$ cat config.mk
export PLATFORM = sky130hd
export DESIGN_NAME = eic_count
export DESIGN_NICKNAME = d
export VERILOG_FILES = /design/src/hw/rtl/eic_pkg.sv /design/src/hw/rtl/eic_count.sv
export SDC_FILE = /design/constraint.sdc
export NUM_CORES = 1
export LEC_CHECK = 0
export ABC_AREA = 1
export BUFFER_PORTS_ARGS = -buffer_cell sky130_fd_sc_hd__buf_2
export CORE_MARGIN = 2
export CORE_UTILIZATION = 50
export DETAILED_ROUTE_END_ITERATION = 6
export PLACE_DENSITY = 0.74
export SYNTH_ARGS = -nofsm -noshare
export SYNTH_HDL_FRONTEND = slang
export SYNTH_SLANG_ARGS = --single-unit
export TNS_END_PERCENT = 50
$ cat constraint.sdc
create_clock -name clk_i -period 1.75 [get_ports clk_i]
set_clock_uncertainty 0.05 [all_clocks]
set_input_delay 0.175 -clock clk_i [delete_from_list [all_inputs] [get_ports clk_i]]
set_output_delay 0.175 -clock clk_i [all_outputs]
set_load 0.02 [all_outputs]
$ cat src/hw/rtl/eic_pkg.sv
package eic_pkg;

  // Field and register widths
  localparam int ENTRY_W    = 16;
  localparam int FRAC_BITS  = 16;
  localparam int ROW_W      = 3 * ENTRY_W;
  localparam int THR_W      = 32;
  localparam int CFG_IDX_W  = 2;
  localparam int CFG_DATA_W = ROW_W;

  // Parameter defaults
  localparam int COUNT_BITS_DEF = 16;
  localparam int COORD_BITS_DEF = 20;

  // Configuration register indexes
  typedef enum logic [CFG_IDX_W-1:0] {
    CFG_ROW_ZERO  = 2'd0,
    CFG_ROW_ONE   = 2'd1,
    CFG_ROW_TWO   = 2'd2,
    CFG_THRESHOLD = 2'd3
  } cfg_idx_e;

  // Signed width of one entry of E*x2 or E^T*x1
  function automatic int vec_w(input int cb);
    return cb + ENTRY_W + 1;
  endfunction

  // Signed width of the epipolar residual
  function automatic int res_w(input int cb);
    return 2 * cb + ENTRY_W + 2;
  endfunction

  // Width of the residual magnitude
  function automatic int res_mag_w(input int cb);
    return 2 * cb + ENTRY_W + 1;
  endfunction

  // Unsigned width of the Sampson denominator
  function automatic int den_w(input int cb);
    return 2 * (cb + ENTRY_W) + 2;
  endfunction

  // One signed Q2.14 entry out of a packed matrix row, column 0 in the low bits
  function automatic logic signed [ENTRY_W-1:0] mat_entry(input logic [ROW_W-1:0] row,
                                                          input int unsigned col);
    return row[col*ENTRY_W +: ENTRY_W];
  endfunction

endpackage

$ cat src/hw/rtl/eic_count.sv
module eic_count #(
  parameter int COUNT_BITS = eic_pkg::COUNT_BITS_DEF
) (
  input  logic                  clk_i,
  input  logic                  rst_ni,
  input  logic                  in_valid_i,
  output logic                  in_ready_o,
  input  logic                  inl_i,
  input  logic                  last_i,
  output logic                  out_valid_o,
  input  logic                  out_ready_i,
  output logic                  is_inlier_o,
  output logic [COUNT_BITS-1:0] total_o,
  output logic                  done_o
);

  logic                  ov_q;
  logic                  en;
  logic                  take;
  logic [COUNT_BITS-1:0] count_q, count_d;
  logic [COUNT_BITS-1:0] total_d;

  assign en         = !ov_q || out_ready_i;
  assign in_ready_o = en;
  assign take       = in_valid_i && en;

  // Saturating support count; clears after the last word of a set
  always_comb begin
    total_d = count_q;
    if (inl_i && (count_q != {COUNT_BITS{1'b1}})) begin
      total_d = count_q + 1'b1;
    end
    count_d = last_i ? '0 : total_d;
  end

  always_ff @(posedge clk_i or negedge rst_ni) begin
    if (!rst_ni) begin
      ov_q    <= 1'b0;
      count_q <= '0;
    end else begin
      if (en) ov_q <= in_valid_i;
      if (take) count_q <= count_d;
    end
  end

  // Output register
  always_ff @(posedge clk_i) begin
    if (take) begin
      is_inlier_o <= inl_i;
      total_o     <= total_d;
      done_o      <= last_i;
    end
  end

  assign out_valid_o = ov_q;

endmodule
==> results by group <==
Logic synthesis
  • Synthesized net count: 237
  • Synth Cell Area: 1896 sq um
  • Largest cells by area after synthesis: edfxtp_1, dfrtp_1, nand2_1
  • Synth unique cells: 24
  • Post-synth top cells: nand2_1, inv_1, nand3_1, edfxtp_1, dfrtp_1
  • Synth warnings: 0
  • Synth area leader: edfxtp_1
  • FFs w/ async S/R, synth: 0.4857
  • Ys flop type: edfxtp_1
  • Register area share after synthesis: 0.5096
  • Syn Inst Count: 230
  • Syn Area/Cell: between 8 and 9 sq um
  • EDFF count, synth: 18
  • Count leader, synth: nand2_1
  • Yosys top cell area share: 0.2851
  • Seq cells post-synth: 35

Global routing
  • Initial antenna violation count: 0
  • Total congestion overflow: 0
  • Vias in the first global route: 1480
  • Global-route wire length before repair: 6755 um
  • Largest net degree at the start of global routing: 22
  • GRT Util Overall: 0.2116

STA
  • Max_slew headroom: 0.6935
  • Worst Slack Setup Final: between 0.1 and 0.15 ns
  • Fmax: roughly 0.61 GHz
  • Period Utilization, post-route: 0.9329
  • Slew at the pin closest to its max-slew limit: 0.4588 ns
  • RSZ-0062 raised after global routing: true
  • Final hold vios: 0
  • Setup violators final: 0
  • Period minus WS final: 1.633 ns
  • Max Slew Vio Count: 0
  • Min Hold Slack: 0.06755 ns

Final layout
  • Fin area: 2277 sq um
  • P&R area growth vs syn: 20.13%
  • Layout cells sized above 1: 0.2647
  • Post-layout util: 0.6220
  • Ant diodes: 0
  • Fin nets: 280

Routing
  • Antenna viol nets, final: 0
  • Via-to-Cell Ratio: 4.963
  • DRC viols: 0
  • Iter 0 DRT Violations: about 120
  • DR WL/cell: 12.41 um
  • Final wirelength: roughly 4000 um
  • First-pass DRT Iterations: 4
  • Vias: 1588

Place
  • DP Area: 2162 sq um
  • DPL Wire Length: 2920 um
  • Routability cong.: between 0.9 and 1
  • PortBufs: 25
  • Pre-CTS setup slack: -0.007263 ns

Worst setup path
  • Max Fanout on Critical Path: 13
  • Critical path, cell by cell: ha_2, nand3_4, nor2_4, nand2_4, nand2_2, nand2_1, and2_1
  • Startpoint Class: register
  • CP endpoint kind: register
  • Max stage delay cell, worst path: dfrtp_1
  • CP Data Arrival Time: 1.62 ns
  • Crit path required time: 1.74 ns
  • Worst path max stage delay: between 0.3 and 0.4 ns
  • R2R depth: 7
  • CP Class: register to register

Floorplanning
  • Die X: 65.57 um
  • Ports: 26
  • Initial Utilization: 0.5178
  • Core ar.: 3661 sq um
  • FP Rows: 22
  • Die H: 65.57 um
  • Die ar.: ~4300 sq um

Pwr
  • Pwr Density: 717.6 nW/um^2
  • Peak supply drop: 0.5478 mV
  • Tot Pwr: between 1.5 and 2 mW
  • Leakage: 1.080 nW

Clock network
  • Root Buffer Master: clkbuf_8
  • Clk buf depth: 2
  • Worst skew pair latency: 0.28 ns
  • Clock-pin slew on the worst setup and hold paths: 0.06 ns
  • Clock buffer count from CTS: 5
  • Clk sink count: 35
  • CTS H-tree depth: 2
  • Setup Fix Bufs, Post-CTS: 0
  • CTS tree: built

Min path
  • HP Class: input port to register
  • Min-Delay Path Depth: 1

Run status
  • Status: complete, no violations

Run
  • Max Cap Viol: 0
## cells by family (layout without fill, tap and decap cells)
family | count (synthesis) | after routing | share of synthesized area
AND/OR/NAND/NOR | 159 | 159 | 0.4026
flip-flops | 35 | 35 | 0.5096
buffers and inverters | 30 | 72 | 0.06402
AO/OA/AOI/OAI | 3 | 3 | 0.007918
XOR/XNOR | 2 | 2 | 0.009243
adder cells (fa/ha/maj) | 1 | 1 | 0.006600
## power by group
group | switching [mW] | internal, mW | total [mW]
sequential | 0.0127 | 0.907 | 0.920
combinational | 0.134 | 0.0652 | 0.199
clock | 0.250 | 0.265 | 0.515
## metal layers
layer / part of all wire / track usage / wire length [um]
met1: 0.46 / 0.2806 / 1820
met2: 0.48 / 0.3406 / 1898
met3: 0.049 / 0.04623 / 193
met4: 0.015 / 0.07813 / 59
met5: 0 / 0 / 0
## worst max-delay path: cells and delay by family (launching register included)
| kind | cells | cell delay [ns] |
|---|---|---|
| fa+ha+maj | 1 | 0.22 |
| flops | 1 | 0.35 |
| simple gates | 6 | 0.77 |
## cell type report
type,instances,area (sq um)
inverter,27,105.1
fill,323,1384
multi-input combinational,165,838.3
tap,48,60.06
timing repair buffer,39,232.7
clock buffer,6,72.57
sequential,35,968.4
## flip-flops by register name, indices dropped and copies added, names as in the netlist
name,cells
out_valid_o,1
is_inlier_o,1
total_o,16
count_q,16
done_o,1
## final timing paths
kind,from,endpoint,slack (ns)
max,count_q[0]$_DFFE_PN0P_,total_o[1]$_DFFE_PP_,0.12
min,last_i,done_o$_DFFE_PP_,0.07
max reg2reg,count_q[0]$_DFFE_PN0P_,total_o[1]$_DFFE_PP_,0.12
min reg2reg,out_valid_o$_DFFE_PN0N_,out_valid_o$_DFFE_PN0N_,0.47
max in group asynchronous,rst_ni,count_q[9]$_DFFE_PN0P_,1.01
min in group asynchronous,rst_ni,out_valid_o$_DFFE_PN0N_,0.32
## through the flow
step / cells / setup TNS (ns)
floorplan: 230 / 0
global placement: 313 / 0
detailed placement: 313 / -0.01243
CTS: 320 / 0
global route: 320 / -0.005933
finish: 320 / 0
## timing repair
item,in CTS,in global routing
hold buffers,1,0
hold endpoints to repair,17,0
setup endpoints to repair,2,12
gates resized for setup,1,8
## cell usage in the layout (no fill, tap or decap), drive strengths merged
master	n
xor2	1
xnor2	1
dlygate4sd3	1
nand2	90
nand3	26
edfxtp	18
buf	38
nand4	5
and2	12
inv	26
ha	1
nor2	22
nand3b	2
clkinvlp	1
dfrtp	17
clkbuf	6
o21ai	3
nor3	2
Power figures use the tool's default switching activity.
